File: config.mk
export PLATFORM = sky130hd
export DESIGN_NAME = spdd_out_buf
export DESIGN_NICKNAME = d
export VERILOG_FILES = /design/src/sv/spdd_pkg.sv /design/src/sv/spdd_out_buf.sv
export SDC_FILE = /design/constraint.sdc
export NUM_CORES = 1
export LEC_CHECK = 0
export ABC_AREA = 1
export BUFFER_PORTS_ARGS = -buffer_cell sky130_fd_sc_hd__clkbuf_2
export CORE_AREA = 5 5 95 97
export DETAILED_ROUTE_END_ITERATION = 8
export DIE_AREA = 0 0 100 102
export PLACE_DENSITY = 0.48
export SLEW_MARGIN = 20
export SYNTH_ARGS = -nofsm -noshare
export SYNTH_HDL_FRONTEND = slang
export SYNTH_SLANG_ARGS = --single-unit
File: constraint.sdc
create_clock -name clk_i -period 3.25 [get_ports clk_i]
set_input_delay 0.325 -clock clk_i [delete_from_list [all_inputs] [get_ports clk_i]]
set_output_delay 0.325 -clock clk_i [all_outputs]
set_load 0.005 [all_outputs]
File: src/sv/spdd_pkg.sv
`default_nettype none
package spdd_pkg;

  localparam int MaxPacketBits = 2048;
  localparam int HeaderBits    = 16;
  localparam int FlagBits      = 8;
  localparam int ReservedBits  = 16;
  localparam int BundleCount   = 32;
  localparam int ChanCount     = 96;

  localparam int PtrW = $clog2(MaxPacketBits);
  localparam int LenW = 12;

  localparam logic [LenW-1:0] MaxLen = LenW'(MaxPacketBits);
  localparam logic [5:0] DataStart12 = 6'(HeaderBits + FlagBits);
  localparam logic [5:0] DataStart16 = 6'(HeaderBits + FlagBits + ReservedBits);
  localparam logic [LenW-1:0] Need12 = LenW'(HeaderBits + FlagBits + BundleCount * 36);
  localparam logic [LenW-1:0] Need16 =
    LenW'(HeaderBits + FlagBits + ReservedBits + BundleCount * 48);
  localparam logic [PtrW-1:0] HeaderEnd = PtrW'(HeaderBits - 1);
  localparam logic [4:0] LastBundle = 5'(BundleCount - 1);
  localparam logic [1:0] LastChan = 2'd2;

  localparam logic        SampleModeReset  = 1'b1;
  localparam logic [11:0] PacketBitsReset  = 12'd1600;
  localparam logic [15:0] SyncPatternReset = 16'h0505;

  typedef enum logic [1:0] {
    SyncHunt   = 2'd0,
    SyncLock   = 2'd1,
    SyncSearch = 2'd2
  } sync_state_e;

  typedef enum logic [1:0] {
    RegSampleMode  = 2'd0,
    RegPacketBits  = 2'd1,
    RegSyncPattern = 2'd2
  } reg_idx_e;

  typedef struct packed {
    logic        sample_mode;
    logic [11:0] packet_bits;
    logic [15:0] sync_pattern;
  } cfg_t;

  typedef struct packed {
    logic [6:0]  channel;
    logic [15:0] sample;
    logic        last_in_packet;
    logic        resynced;
  } res_t;

  // Packet length clipped to the delay line and raised to what the mode needs.
  function automatic logic [LenW-1:0] eff_length(cfg_t c);
    logic [LenW-1:0] len;
    logic [LenW-1:0] need;
    len  = (c.packet_bits > MaxLen) ? MaxLen : c.packet_bits;
    need = c.sample_mode ? Need16 : Need12;
    if (len < need) len = need;
    return len;
  endfunction

  // Exact for every 11-bit argument.
  function automatic logic [9:0] div3_11(logic [10:0] x);
    logic [21:0] p;
    p = 22'(x) * 22'd683;
    return p[20:11];
  endfunction

  // Exact for every 7-bit argument.
  function automatic logic [5:0] div3_7(logic [6:0] x);
    logic [14:0] p;
    p = 15'(x) * 15'd86;
    return p[13:8];
  endfunction

endpackage
`default_nettype wire

File: src/sv/spdd_out_buf.sv
`default_nettype none
module spdd_out_buf
  import spdd_pkg::*;
(
  input  wire logic clk_i,
  input  wire logic rst_ni,
  input  wire logic in_valid_i,
  input  wire res_t in_data_i,
  output      logic space_o,
  output      logic out_valid_o,
  output      res_t out_data_o,
  input  wire logic out_ready_i
);

  logic out_v_q, out_v_d;
  logic skid_v_q, skid_v_d;
  res_t out_q, out_d;
  res_t skid_q, skid_d;

  // New requests are taken while the skid entry is free.
  assign space_o = ~skid_v_q;

  always_comb begin
    out_v_d  = out_v_q;
    skid_v_d = skid_v_q;
    out_d    = out_q;
    skid_d   = skid_q;
    if (!out_v_q || out_ready_i) begin
      out_v_d  = skid_v_q | in_valid_i;
      out_d    = skid_v_q ? skid_q : in_data_i;
      skid_v_d = 1'b0;
    end else if (in_valid_i) begin
      skid_v_d = 1'b1;
      skid_d   = in_data_i;
    end
  end

  always_ff @(posedge clk_i or negedge rst_ni) begin
    if (!rst_ni) begin
      out_v_q  <= 1'b0;
      skid_v_q <= 1'b0;
    end else begin
      out_v_q  <= out_v_d;
      skid_v_q <= skid_v_d;
    end
  end

  always_ff @(posedge clk_i) begin
    out_q  <= out_d;
    skid_q <= skid_d;
  end

  assign out_valid_o = out_v_q;
  assign out_data_o  = out_q;

endmodule
`default_nettype wire

==> key figures <==
Status
  • Status: completed

Route
  • First-pass detailed-route iteration total: 5
  • DR iter-0 viols: 40
  • Per-cell via count in the routed design: 3.669
  • Routed len/inst: about 12 um
  • Post-detailed-route count of antenna-violating nets: 0
  • Number of remaining DRC errors: 0
  • Total number of vias: 1119
  • Total wire length after detailed routing: 3.803 mm

Logic synthesis
  • Synthesized-area fraction occupied by xor and xnor cells: 0
  • Share of the synthesized area in the top cell type: 0.7742
  • Syn_area_per_cell: 13.85 um2
  • EDFF count, synth: 50
  • Most repeated cell in the gate-level netlist after synthesis: sky130_fd_sc_hd__nand2_1
  • Synthesis-stage register bit count: 52
  • Combinational family with the most area after synthesis: simple AND/OR/NAND/NOR gates
  • Compound-Gate Fraction of Synth Area: 0
  • Top FF cell, synth: sky130_fd_sc_hd__edfxtp_1
  • Fraction of registers with async set or reset after synthesis: 0.03846
  • Post-Syn Nets: 169
  • Portion of netlist area occupied by mux cells: 0
  • Synthesized instance count: 140
  • Cell type contributing the most total cell area after synthesis: sky130_fd_sc_hd__edfxtp_1
  • Post-synth cell types: 10
  • Most area-consuming cells after synthesis: sky130_fd_sc_hd__edfxtp_1 77%, sky130_fd_sc_hd__nand2_1 14%, sky130_fd_sc_hd__dfrtp_1 2.6%
  • Top post-synthesis cells by count: 72 x sky130_fd_sc_hd__nand2_1, 50 x sky130_fd_sc_hd__edfxtp_1, 5 x sky130_fd_sc_hd__nand2_2
  • Share of synthesized area occupied by flip-flops and latches: 0.8000
  • Total standard cell area after synthesis: 1939 um2
  • Share of synthesized cell area in full adder, half adder and majority cells: 0
  • Simple-gate area share of the yosys netlist: 0.1613
  • Yosys warning total: 0

Critical path
  • Kind of cell adding the most delay to the critical path: flip-flops
  • CP Launch Type: flop
  • Critical path class: flop to output port
  • Max FO, Critical Path: 27
  • Number of buffers and inverters on the critical path: 2
  • Biggest cell delay along the critical path: between 0.9 and 1 ns
  • Setup slack of the worst register-to-register path: approximately 1.6 ns
  • Library cell contributing the largest single delay on the critical path: sky130_fd_sc_hd__dfrtp_1
  • Crit. End Element: output port
  • Worst endpoint required time: about 3 ns
  • Critical-path cell list: inv_8, clkbuf_2
  • WP data arrival: ~1.7 ns

CTS
  • Clock root buffer: sky130_fd_sc_hd__clkbuf_8
  • H-tree level count: 2
  • Clock-pin slew reported for the worst setup and hold paths after clock tree synthesis: approximately 0.090 ns
  • Number of clock sinks seen by CTS: 52
  • Worst-Skew Late Latency: ~0.3 ns
  • CTS buffer count: 5
  • Number of buffers on the longest clock path: 2
  • CTS resizes: 0
  • TritonCTS clock tree: yes

Floorplanning
  • Starting utilization of the core area: 0.2409
  • Floorplan row count: 33
  • I/O pin count: 56
  • Full die area: 10200 um2
  • Chip Height: 102 um
  • Area of the core: just over 8000 um2
  • Die Wd: 100 um

Cells and area
  • Signed area change from the synthesized netlist to the final layout: 24.90%
  • Final net count: ~230
  • Fraction of final layout cells with drive strength greater than 1: 0.3500
  • Count of antenna diodes in the layout: 0

Pwr
  • Power density of the placed cells: 564.5 nW/um2
  • Highest ir drop seen on vdd: around 180 uV
  • Total chip power: approximately 1400 uW
  • Leakage power: 0.001045 uW

Global routing
  • Wire length of the first global-routing pass: between 6 and 7 mm
  • Maximum number of pins on one net before global-route repair: 29
  • Global Route Usage Sum: 0.08015
  • Number of antenna violations at the first check in global routing: 0
  • Overall overflow remaining after global route: 0
  • Via count of the first global-routing pass: roughly 1200

STA
  • Hold Fails Final Rpt: 0
  • Fmax achieved: about 500 MHz
  • Share of the clock period used by the worst path after layout: 0.6153
  • Unrepaired setup endpoints after global routing: no
  • Final Slew Violations: 0
  • Worst Slack Setup Final: approximately 1.3 ns
  • Final count of negative-setup-slack endpoints: 0
  • Period minus WS final: around 2 ns
  • Clock tree skew after final layout: approximately 0.0038 ns
  • Worst Hold Slack: around 0.22 ns
  • Worst slew margin relative to its limit: 0.3481
  • Sum Neg Setup Slack: 0 ns
  • Transition at the pin with the smallest max-transition slack: 0.9778 ns

Placement
  • Post-detail-place hpwl: roughly 2.7 mm
  • Number of port buffers: 55
  • Pre-CTS worst setup slack: roughly 1.5 ns
  • Global placer's final weighted congestion: 0.6253

Hold path
  • Tightest Hold Check Type: primary input to flop

Flow run
  • Max-Cap Viols: 0
-- cell usage in the layout (no fill, tap or decap) --
| cell | count |
|---|---|
| sky130_fd_sc_hd__dlygate4sd3_1 | 1 |
| sky130_fd_sc_hd__nor2_1 | 2 |
| sky130_fd_sc_hd__buf_4 | 1 |
| sky130_fd_sc_hd__clkinv_2 | 1 |
| sky130_fd_sc_hd__clkbuf_1 | 1 |
| sky130_fd_sc_hd__edfxtp_1 | 50 |
| sky130_fd_sc_hd__clkbuf_8 | 5 |
| sky130_fd_sc_hd__nor2_4 | 1 |
| sky130_fd_sc_hd__clkbuf_2 | 55 |
| sky130_fd_sc_hd__dfrtp_1 | 2 |
| sky130_fd_sc_hd__nand2_2 | 5 |
| sky130_fd_sc_hd__bufinv_16 | 1 |
| sky130_fd_sc_hd__nand2_1 | 72 |
| sky130_fd_sc_hd__inv_8 | 1 |
| sky130_fd_sc_hd__inv_1 | 2 |
-- state kept, by name, summed over array words and instances (netlist names) --
| signal | cells |
|---|---|
| out_data_o | 25 |
| out_valid_o | 1 |
| skid_q | 25 |
| skid_v_q | 1 |
-- what timing repair did --
action,4_1_cts,5_1_grt
hold buffers,1,0
buffers inserted,0,0
hold endpoints to repair,2,0
endpoints found under the setup margin,0,0
-- routing by layer --
layer  track usage  part of all wire  up-vias
met4       0.03731            0.0060        0
met1       0.09204              0.43      496
met5             0                 0        -
met2        0.1313              0.49       38
li1              -                 -      582
met3       0.03276             0.078        3
-- stage by stage --
step                utilization  cells  cell area [um2]
floorplan                     -    140             1939
global placement         0.2862    296             2305
detailed placement       0.2862    296             2305
CTS                      0.3009    305             2422
global route             0.3009    305             2422
finish                   0.3009    305             2422
-- path summary, 6_finish.rpt --
kind	depth (start not counted)	endpoint	start
min reg2reg	2	out_data_o[9]	skid_q[9]
max in group asynchronous	2	skid_v_q	rst_ni
min in group asynchronous	2	out_valid_o	rst_ni
min	1	skid_q[24]	in_data_i[24]
max reg2reg	3	out_data_o[4]	skid_v_q
max	2	space_o	skid_v_q
-- worst register-to-register path, stage by stage, from the launching register on --
cell and delay (ns):
sky130_fd_sc_hd__dfrtp_1 0.99, sky130_fd_sc_hd__inv_8 0.20, sky130_fd_sc_hd__nand2_1 0.12, sky130_fd_sc_hd__nand2_1 0.06
-- power by group --
group,switching [uW],leakage (uW),internal [uW]
clock,200,0.0000552,229
combinational,71.5,0.000482,51.4
sequential,20.8,0.000508,795
total,292,0.00105,1070
-- cell type report --
class                   instances  area (um2)
inverters                       3       18.77
flip-flops and latches         52        1551
clock inverters                 2       35.03
multi-input cells              80       320.3
clock buffers                   6       72.57
repair buffers                 57       292.8
well taps                     105       131.4
fillers                       839        5629
-- kinds of logic (layout without fill, tap and decap cells) --
logic type    Yosys count  in the layout
buf+inv                 8             68
flops                  52             52
simple gates           80             80
Note: power is estimated with default switching activity, not from simulation.
