`config.mk`:
```
export PLATFORM = sky130hd
export DESIGN_NAME = spdd_cfg_regs
export DESIGN_NICKNAME = d
export VERILOG_FILES = /design/src/sv/spdd_pkg.sv /design/src/sv/spdd_cfg_regs.sv
export SDC_FILE = /design/constraint.sdc
export NUM_CORES = 1
export LEC_CHECK = 0
export ABC_AREA = 1
export BUFFER_PORTS_ARGS = -buffer_cell sky130_fd_sc_hd__buf_2
export CAP_MARGIN = 15
export CORE_MARGIN = 1
export CORE_UTILIZATION = 43
export CTS_BUF_LIST = sky130_fd_sc_hd__clkbuf_4 sky130_fd_sc_hd__clkbuf_8
export DETAILED_ROUTE_END_ITERATION = 10
export PLACE_DENSITY = 0.88
export SLEW_MARGIN = 20
export SYNTH_ARGS = -nofsm -noshare
export SYNTH_HDL_FRONTEND = slang
export SYNTH_SLANG_ARGS = --single-unit
```
`constraint.sdc`:
```
create_clock -name clk_i -period 2.46 [get_ports clk_i]
set_input_delay 0.369 -clock clk_i [delete_from_list [all_inputs] [get_ports clk_i]]
set_output_delay 0.369 -clock clk_i [all_outputs]
set_load 0.05 [all_outputs]
```
`src/sv/spdd_pkg.sv`:
```
`default_nettype none
package spdd_pkg;

  localparam int MaxPacketBits = 2048;
  localparam int HeaderBits    = 16;
  localparam int FlagBits      = 8;
  localparam int ReservedBits  = 16;
  localparam int BundleCount   = 32;
  localparam int ChanCount     = 96;

  localparam int PtrW = $clog2(MaxPacketBits);
  localparam int LenW = 12;

  localparam logic [LenW-1:0] MaxLen = LenW'(MaxPacketBits);
  localparam logic [5:0] DataStart12 = 6'(HeaderBits + FlagBits);
  localparam logic [5:0] DataStart16 = 6'(HeaderBits + FlagBits + ReservedBits);
  localparam logic [LenW-1:0] Need12 = LenW'(HeaderBits + FlagBits + BundleCount * 36);
  localparam logic [LenW-1:0] Need16 =
    LenW'(HeaderBits + FlagBits + ReservedBits + BundleCount * 48);
  localparam logic [PtrW-1:0] HeaderEnd = PtrW'(HeaderBits - 1);
  localparam logic [4:0] LastBundle = 5'(BundleCount - 1);
  localparam logic [1:0] LastChan = 2'd2;

  localparam logic        SampleModeReset  = 1'b1;
  localparam logic [11:0] PacketBitsReset  = 12'd1600;
  localparam logic [15:0] SyncPatternReset = 16'h0505;

  typedef enum logic [1:0] {
    SyncHunt   = 2'd0,
    SyncLock   = 2'd1,
    SyncSearch = 2'd2
  } sync_state_e;

  typedef enum logic [1:0] {
    RegSampleMode  = 2'd0,
    RegPacketBits  = 2'd1,
    RegSyncPattern = 2'd2
  } reg_idx_e;

  typedef struct packed {
    logic        sample_mode;
    logic [11:0] packet_bits;
    logic [15:0] sync_pattern;
  } cfg_t;

  typedef struct packed {
    logic [6:0]  channel;
    logic [15:0] sample;
    logic        last_in_packet;
    logic        resynced;
  } res_t;

  // Packet length clipped to the delay line and raised to what the mode needs.
  function automatic logic [LenW-1:0] eff_length(cfg_t c);
    logic [LenW-1:0] len;
    logic [LenW-1:0] need;
    len  = (c.packet_bits > MaxLen) ? MaxLen : c.packet_bits;
    need = c.sample_mode ? Need16 : Need12;
    if (len < need) len = need;
    return len;
  endfunction

  // Exact for every 11-bit argument.
  function automatic logic [9:0] div3_11(logic [10:0] x);
    logic [21:0] p;
    p = 22'(x) * 22'd683;
    return p[20:11];
  endfunction

  // Exact for every 7-bit argument.
  function automatic logic [5:0] div3_7(logic [6:0] x);
    logic [14:0] p;
    p = 15'(x) * 15'd86;
    return p[13:8];
  endfunction

endpackage
`default_nettype wire

```
`src/sv/spdd_cfg_regs.sv`:
```
`default_nettype none
module spdd_cfg_regs
  import spdd_pkg::*;
(
  input  wire logic        clk_i,
  input  wire logic        rst_ni,
  input  wire logic        psel,
  input  wire logic        penable,
  input  wire logic        pwrite,
  input  wire logic [3:0]  paddr,
  input  wire logic [31:0] pwdata,
  output      logic [31:0] prdata,
  output      logic        pready,
  output      cfg_t        cfg_o,
  output      cfg_t        cfg_next_o
);

  cfg_t     cfg_q, cfg_d;
  reg_idx_e idx;
  logic     wr_en;

  assign idx    = reg_idx_e'(paddr[3:2]);
  assign wr_en  = psel & penable & pwrite;
  assign pready = 1'b1;

  always_comb begin
    cfg_d = cfg_q;
    if (wr_en) begin
      case (idx)
        RegSampleMode:  cfg_d.sample_mode  = pwdata[0];
        RegPacketBits:  cfg_d.packet_bits  = pwdata[11:0];
        RegSyncPattern: cfg_d.sync_pattern = pwdata[15:0];
        default: ;
      endcase
    end
  end

  always_comb begin
    case (idx)
      RegSampleMode:  prdata = {31'd0, cfg_q.sample_mode};
      RegPacketBits:  prdata = {20'd0, cfg_q.packet_bits};
      RegSyncPattern: prdata = {16'd0, cfg_q.sync_pattern};
      default:        prdata = 32'd0;
    endcase
  end

  always_ff @(posedge clk_i or negedge rst_ni) begin
    if (!rst_ni) begin
      cfg_q.sample_mode  <= SampleModeReset;
      cfg_q.packet_bits  <= PacketBitsReset;
      cfg_q.sync_pattern <= SyncPatternReset;
    end else begin
      cfg_q <= cfg_d;
    end
  end

  assign cfg_o      = cfg_q;
  assign cfg_next_o = cfg_d;

endmodule
`default_nettype wire

```
==> results.ini, run 1 <==
[cells_and_area]
largest_reg_flops=29
fin_nets=339
syn_to_final_growth_pct=31.46
drive_gt1_frac=0.4649
num_antenna_cells=0
n_fill_cell=328

[timing]
min_period_over_period=0.7748
fin_setup_tns_ns=0
worst_slew_pin_slew_ns=0.6415
slew_headroom=0.5724
rsz0062_at_grt=false
drv_slew=0
period_needed_ns=1.906
clock_skew_ns=0
setup_violations=0
hold_viol_final=0
whs_ns=0.1136
max_freq_mhz=524.7

[routing]
drtIter0Drc=67
postRouteAntennaNets=0
wl_per_cell_um=11.63
wirelength_mm=4.014
avgViaCountPerCell=4.420
vias=1525
drt_pre_antenna_iters=4
drc_errors=0

[floorplanning]
start_util=0.4656
die_y_um=63.05
std_cell_rows=21
pin_count=132
die_x_um=63.05
core_area_um2=3442
die-area_um2=3975

[clock_network]
clk_pin_slew_worst_paths_ns=0.06
cts_hold_buf=0
cts_made_buffers=5
postCtsSetupBuffers=0
post_cts_resized=0
htree_levels=2
cts_tree=yes
clock-sinks=29
insertion_delay_ns=0.27
root_buffer=clkbuf_8
max-clock-path-buffers=2

[power_and_ir_drop]
ir_drop_uv=496.2
p_leak_nw=1.349
p_clk_frac=0.179
seqPwrFrac=0.279
p_sw_frac=0.5535
p_int_mw=1.071
combPwrFrac=0.541
p_sw_mw=1.328
power_per_cell_area_nw_per_um2=1139

[hold_path]
hold_class=input pin to asynchronous set/reset pin

[global_routing]
grtUsageTotal=0.2142
grt.overflow.total=0
first_global_vias=1423
grt_pass1_wl_mm=6.561
antenna_found_initial=0
grt_max_degree=30

[critical_path]
path_max_fanout=7
arrival_ns=1.54
crit_buf_inv=4
reg2reg_from=cfg_o[28]$_DFF_PN1_
r2r_cells=4
crit_chain=buf_2 -> inv_1 -> nand2_2 -> nor2_2 -> buf_4 -> nand2_1 -> nand2_1 -> buf_2
cp_data_required_time_ns=2.09
critPathLaunchType=input pin
crit_family=buffers and inverters
crit_slowest_cell=nor2_2
end_kind=output pin
timing.rr.end=cfg_o[28]$_DFF_PN1_
reg2reg_slack_ns=1.60
slowest_delay_ns=0.28
crit_type=input pin to output pin

[yosys]
synth_top_family_by_area=simple AND/OR/NAND/NOR gates
synth.top_cells.by_area=dfrtp_1, nand2_1, dfstp_2
synth_xor_area_frac=0
yosysTopAreaCellShare=0.3279
postSynthCellCount=202
yosysWarnings=0
ys_seq_elements=29
synth_compound_area_frac=0.003123
synth_mux_area_frac=0
synth_fa_ha_area_frac=0
synth_cell_types=21
syn_avg_cell_area_um2=7.935
synth_area_leader_cell=dfrtp_1
synth-simple-area-share=0.3856
synth_area_um2=1603
synth.yosys.seq_area_share=0.4590

[placement]
hpwl_mm=2.932
gp_congestion=0.7388
portBuffers=96

[outcome]
status=complete, no violations

[run]
maxCapViolCount=0

metal layers:
| layer | GRT usage | part of all wire |
|---|---|---|
| met1 | 0.2543 | 0.42 |
| met2 | 0.3804 | 0.52 |
| met3 | 0.05435 | 0.060 |
| met4 | 0.05523 | 0.0045 |
| met5 | 0 | 0 |
worst reg2reg max path: cells and delay by family (launching register included):
family           cells  cell delay, ns
AO/OA/AOI/OAI        1            0.08
flip-flops           1            0.55
AND/OR/NAND/NOR      3            0.17
cells in the mapped netlist:
cell type and instances:
nor2_1 5, nor2_8 1, nand3_1 1, nand2_1 110
inv_2 2, nand2_8 1, nand2_2 17, nand2_4 1
buf_6 1, o21ai_0 1, buf_12 2, dfstp_2 8
dfrtp_1 21, inv_1 5, nand3_4 1, buf_4 19
nor2_2 1, inv_4 1, conb_1 2, clkinv_2 1
buf_2 1
power groups by stage:
| stage | clock network [mW] | logic [mW] | registers, mW |
|---|---|---|---|
| 6_report | 0.431 | 1.30 | 0.671 |
| 5_1_grt | 0.467 | 1.36 | 0.687 |
| 4_1_cts | 0.440 | 1.31 | 0.671 |
| 3_5_place_dp | 0 | 1.30 | 0.678 |
| 3_3_place_gp | 0 | 1.29 | 0.674 |
| 2_1_floorplan | 0 | 0.699 | 1.03 |
stage by stage:
stage / std cells / area [µm²] / power, mW / worst slack (ns) / util
2_1_floorplan: 217 / 1659 / 1.725 / 0.7043 / -
5_1_grt: 345 / 2107 / 2.509 / 0.4436 / 0.6121
3_3_place_gp: 337 / 2006 / 1.968 / 0.5747 / 0.5827
3_5_place_dp: 337 / 2006 / 1.982 / 0.5394 / 0.5827
6_report: 345 / 2107 / 2.400 / 0.5541 / 0.6121
4_1_cts: 345 / 2107 / 2.417 / 0.5290 / 0.6121
layout make-up:
type / instances / area, µm² / area share
flip-flops and latches: 29 / 735.7 / 0.3492
multi-input cells: 156 / 686.9 / 0.3260
clock buffers: 7 / 96.34 / 0.04572
clock inverters: 1 / 5.005 / 0.002375
repair buffers: 97 / 488.0 / 0.2316
well taps: 46 / 57.56 / 0.02732
inverters: 9 / 37.54 / 0.01781
cell usage in the layout (no fill, tap or decap), types with 2 or more instances in the layout:
| cell | netlist | final |
|---|---|---|
| inv_2 | 2 | 2 |
| nor2_1 | 5 | 5 |
| inv_1 | 5 | 5 |
| conb_1 | 2 | 17 |
| clkinv_2 | 1 | 2 |
| nand2_1 | 110 | 110 |
| nand2_2 | 17 | 17 |
| buf_2 | 1 | 96 |
| dfrtp_1 | 21 | 21 |
| clkbuf_8 | 0 | 7 |
| dfstp_2 | 8 | 8 |
worst max path at each step:
stage,cells after the start,endpoint,from,slack (ns)
final,8,cfg_next_o[22],paddr[3],0.55
after global routing,8,cfg_next_o[18],paddr[3],0.44
after CTS,8,cfg_next_o[22],paddr[3],0.53
after detailed placement,8,cfg_next_o[22],paddr[3],0.54
after global placement,8,cfg_next_o[22],paddr[3],0.57
after floorplan,2,prdata[13],cfg_o[13]$_DFF_PN0_,0.70
cell families after synthesis:
logic type             Yosys count
other                            2
DFF                             29
and+or+nand+nor                138
buffers and inverters           32
AOI/OAI and AO/OA                1
No activity file was read; power rests on OpenSTA's default activity.
==> run 2: changes to the inputs <==
CORE_UTILIZATION = 40   (was 43)
PLACE_DENSITY = 0.82   (was 0.88)
clock period = 1.8 ns   (was 2.46 ns; I/O delays follow)
==> run 2 against run 1 <==
Final area is 0.12% lower. Register-to-register slack worse by 0.65 ns. Sequential share of layout area hardly changed. Core utilization is 5.0 points lower. Clock skew stayed put. Die area is 7.3% higher. Combinational power is 36% higher. Global-route usage is 1.2 points lower. Worst hold slack worse by 0.095 ns. Critical path depth is 1 lower. Setup slack worse by 0.38 ns. Critical endpoint is now cfg_next_o[25]. Largest power group unchanged. Highest routed layer unchanged.
==> results.ini, run 2 (same netlist as run 1, synthesis figures left out) <==
[outcome]
status=complete, no violations

[hold_path]
hold_class=input pin to asynchronous set/reset pin

[timing]
min_period_over_period=0.9017
hold_viol_final=0
slew_headroom=0.5658
max_freq_mhz=616.1
drv_slew=0
period_needed_ns=1.623
worst_slew_pin_slew_ns=0.6513
fin_setup_tns_ns=0
clock_skew_ns=0
rsz0062_at_grt=false
setup_violations=0

[global_routing]
grt_pass1_wl_mm=6.396
grt.overflow.total=0
grtUsageTotal=0.2019
grt_max_degree=30
first_global_vias=1390
antenna_found_initial=0

[critical_path]
slowest_delay_ns=0.27
crit_type=input pin to output pin
crit_buf_inv=3
critPathLaunchType=input pin
arrival_ns=1.35
crit_chain=buf_2 -> nand3_4 -> clkinv_2 -> nand2_2 -> nand2_1 -> nand2_1 -> buf_2
cp_data_required_time_ns=1.53
crit_family=simple AND/OR/NAND/NOR gates
crit_slowest_cell=buf_2
end_kind=output pin
path_max_fanout=12

[power_and_ir_drop]
p_leak_nw=1.348
power_per_cell_area_nw_per_um2=1530
ir_drop_uv=656.2

[floorplanning]
start_util=0.4281
core_area_um2=3744
die-area_um2=4264
pin_count=132
std_cell_rows=22
die_y_um=65.30
die_x_um=65.30

[clock_network]
max-clock-path-buffers=2
cts_made_buffers=5
htree_levels=2
cts_hold_buf=0
postCtsSetupBuffers=0
root_buffer=clkbuf_8
clock-sinks=29
insertion_delay_ns=0.26
clk_pin_slew_worst_paths_ns=0.07
cts_tree=yes
post_cts_resized=0

[placement]
hpwl_mm=2.821
placedInstanceArea_um2=2016
gp_congestion=0.7749
portBuffers=96

[cells_and_area]
largest_reg_flops=29
drive_gt1_frac=0.4667
layout_commonest_cell=nand2_1
num_antenna_cells=0
fin_nets=340
syn_to_final_growth_pct=31.30
fin_area_um2=2105
layout_common_cells=nand2_1, buf_2, dfrtp_1

[routing]
drtIter0Drc=60
vias=1534
postRouteAntennaNets=0
wl_per_cell_um=11.38
avgViaCountPerCell=4.408
drt_pre_antenna_iters=4
wirelength_mm=3.961
drc_errors=0

[run]
maxCapViolCount=0

[run 2: cell types whose count changed in the layout (fill, tap and decap cells not counted), sizes merged]
cell | previous run | this run
buf | 97 | 98
[run 2: layer usage]
metal	share of wire	up-vias	track usage
met5	0	-	0
met2	0.50	81	0.3466
met3	0.081	4	0.07292
met1	0.41	681	0.2303
met4	0.011	0	0.06793
li1	-	768	-
[run 2: final timing paths]
check                                     from                  end  slack (ns)  cells past startpoint
setup / recovery                        pwrite       cfg_next_o[25]        0.18                      7
hold / removal                          rst_ni   cfg_o[1]$_DFF_PN0_        0.02                      1
setup reg to reg           cfg_o[28]$_DFF_PN1_  cfg_o[28]$_DFF_PN1_        0.95                      4
hold reg to reg            cfg_o[22]$_DFF_PN1_  cfg_o[22]$_DFF_PN1_        0.49                      2
max in group asynchronous               rst_ni  cfg_o[13]$_DFF_PN0_        1.34                      1
min in group clk_i                  pwdata[10]  cfg_o[10]$_DFF_PN1_        0.22                      3
[run 2: layout make-up]
class,count,area [µm²]
repair buffers,98,495.5
clock inverters,1,5.005
clock buffers,7,83.83
flip-flops and latches,29,735.7
inverters,9,37.54
well taps,48,60.06
fillers,374,1639
multi-input cells,156,686.9
[run 2: where the power goes]
part | internal, mW | switching (mW) | total, mW
registers | 0.813 | 0.0997 | 0.913
clock network | 0.301 | 0.233 | 0.534
logic | 0.307 | 1.47 | 1.77
total | 1.42 | 1.80 | 3.22
[run 2: worst register-to-register path, delay by kind of cell (launching register included)]
kind | cells | cell delay (ns)
DFF | 1 | 0.55
and+or+nand+nor | 3 | 0.17
AOI/OAI and AO/OA | 1 | 0.08
[run 2: stage by stage]
stage | power, mW | std cells | util | hold slack [ns] | setup WS (ns)
2_1_floorplan | 2.358 | 217 | - | -0.02559 | 0.1433
3_3_place_gp | 2.693 | 340 | 0.5384 | 0.3301 | 0.1784
3_5_place_dp | 2.707 | 340 | 0.5384 | 0.3375 | 0.1608
4_1_cts | 3.252 | 348 | 0.5622 | 0.03748 | 0.1606
5_1_grt | 3.385 | 348 | 0.5622 | 0.05495 | 0.07561
6_report | 3.221 | 348 | 0.5622 | 0.01875 | 0.1769
==> run 3: changes to the inputs <==
ABC_AREA = default   (was 1)
CORE_UTILIZATION = 38   (was 40)
==> run 3 against run 2 <==
The flow now finishes with violations (hold timing). Combinational power grew 19%. Sequential power grew 4.3%. Routed wire length shrank 3.2%. Die area shrank 6.0%. Total power is 14% higher. Clock skew stayed put. Global-route usage fell by 1.2 points. Largest power group unchanged. Synthesized cell count fell by 48%. Maximum frequency decreased by 8.5%.
==> results.ini, run 3 <==
[global_routing]
grt.overflow.total=0
grt_pass1_wl_mm=5.747
grtUsageTotal=0.1904
grt_max_degree=30
antenna_found_initial=0
first_global_vias=1219

[placement]
gp_congestion=0.7010
placedInstanceArea_um2=1943
portBuffers=96
hpwl_mm=2.759

[outcome]
failed_checks=hold timing
status=complete, but fails checks

[timing]
worst_slew_pin_slew_ns=0.6151
setup_violations=0
clock_skew_ns=0
period_needed_ns=1.775
rsz0062_at_grt=true
max_freq_mhz=563.5
slew_headroom=0.5899
min_period_over_period=0.9859
hold_viol_final=1
drv_slew=0
whs_ns=-0.002534

[routing]
avgViaCountPerCell=4.758
postRouteAntennaNets=0
drc_errors=0
wirelength_mm=3.834
wl_per_cell_um=14.75
vias=1237
drt_pre_antenna_iters=2
drtIter0Drc=24

[clock_network]
cts_made_buffers=5
htree_levels=2
clock-sinks=29
max-clock-path-buffers=2
root_buffer=clkbuf_8
cts_hold_buf=0
clk_pin_slew_worst_paths_ns=0.06
insertion_delay_ns=0.28
cts_tree=yes

[power_and_ir_drop]
power_per_cell_area_nw_per_um2=1689
ir_drop_uv=942.8
p_leak_nw=1.153
total_power_mw=3.661

[critical_path]
crit_buf_inv=4
crit_chain=buf_2 -> nand3_4 -> nor3b_4 -> buf_6 -> buf_6 -> mux2_2 -> buf_4
crit_family=buffers and inverters
slowest_delay_ns=0.34
cp_data_required_time_ns=1.53
path_max_fanout=5
crit_type=input pin to output pin
crit_slowest_cell=mux2_2
critPathLaunchType=input pin
end_kind=output pin
cp_common_cell=buf_6
arrival_ns=1.50

[floorplanning]
core_area_um2=3468
std_cell_rows=21
die_y_um=63.32
die-area_um2=4009
die_x_um=63.32
pin_count=132
start_util=0.4120

[yosys]
synth_cell_types=18
yosysMostFrequentCell=mux2_2
synth_area_leader_cell=dfrtp_1
syn_avg_cell_area_um2=13.48
synth_area_um2=1429
synth-edff-count=0
synthTopCellsByCount=mux2_2, dfrtp_1, buf_4
synth.top_cells.by_area=dfrtp_1, mux2_2, dfstp_2
synthArstFlopShare=1.000
yosysWarnings=0
yosysTopAreaCellShare=0.3678
synth.yosys.seq_area_share=0.5149
synth_ff_type=dfrtp_1
postSynthCellCount=106
ys_seq_elements=29

[cells_and_area]
syn_to_final_growth_pct=51.75
drive_gt1_frac=0.7243
layout_common_cells=buf_2, mux2_2, dfrtp_1
num_antenna_cells=0
largest_reg_flops=29
fin_area_um2=2168
fin_nets=254
layout_commonest_cell=buf_2

[hold_path]
hold_class=input pin to asynchronous set/reset pin

[run]
maxCapViolCount=0

[run 3: changes by cell type after synthesis, moves of 2 or more]
cell     change
buf_12       -2
and2_1       +4
a22o_1      +11
inv_1        -5
nand2_2     -17
mux2_2      +29
nor2b_1      +2
inv_2        -2
nand2_1    -109
nor2_1       -5
[run 3: path summary, 6_finish.rpt]
path,start,endpoint,slack (ns),depth (start not counted)
hold reg to reg,cfg_o[9]$_DFF_PN0_,cfg_o[9]$_DFF_PN0_,0.55,1
min in group clk_i,pwdata[9],cfg_o[25]$_DFF_PN1_,0.25,2
max in group asynchronous,rst_ni,cfg_o[17]$_DFF_PN0_,1.40,1
hold / removal,rst_ni,cfg_o[16]$_DFF_PN0_,-0.003,1
setup reg to reg,cfg_o[23]$_DFF_PN0_,cfg_o[23]$_DFF_PN0_,0.99,1
setup / recovery,psel,cfg_next_o[0],0.03,7
[run 3: cells by family (layout without fill, tap and decap cells)]
family,after synthesis,count (layout),synth area share
mux,30,30,0.2355
flops,29,29,0.5149
simple gates,11,11,0.06129
buf+inv,22,115,0.1121
other cells,2,17,0.005256
compound gates,12,12,0.07092
[run 3: area by class of cell]
class | count | area, µm²
clock buffers | 7 | 96.34
fillers | 303 | 1300
well taps | 46 | 57.56
flip-flops and latches | 29 | 735.7
repair buffers | 107 | 670.6
multi-input cells | 70 | 603.1
clock inverters | 1 | 5.005
[run 3: what timing repair did]
| item | 4_1_cts | 5_1_grt |
|---|---|---|
| setup buffers | 0 | 1 |
| cloned | 0 | 1 |
| pin swaps | 2 | 1 |
| gates resized for setup | 19 | 9 |
| setup endpoints to repair | 13 | 21 |
[run 3: power breakdown]
part,switching [mW],internal (mW),total [mW]
Sequential,0.116,0.836,0.952
Clock,0.250,0.345,0.595
Combinational,1.62,0.491,2.11
Total,1.99,1.67,3.66
[run 3: routing by layer]
metal,vias to the layer above,track usage,part of all wire
li1,555,-,-
met1,598,0.2288,0.41
met2,79,0.3178,0.50
met3,5,0.05978,0.081
met4,0,0.06818,0.012
met5,-,0,0
[run 3: through the flow]
step / util / hold slack [ns] / setup WS [ns] / TNS [ns] / std cells
6_report: 0.6252 / -0.002534 / 0.02537 / 0 / 260
5_1_grt: 0.6252 / 0.04653 / -0.01612 / -0.1162 / 260
4_1_cts: 0.6061 / 0.01970 / 0.02390 / 0 / 258
3_5_place_dp: 0.5602 / 0.3244 / -0.01377 / -0.05177 / 250
3_3_place_gp: 0.5602 / 0.3272 / -0.02759 / -0.1211 / 250
2_1_floorplan: - / -0.02559 / 0.009300 / 0 / 121
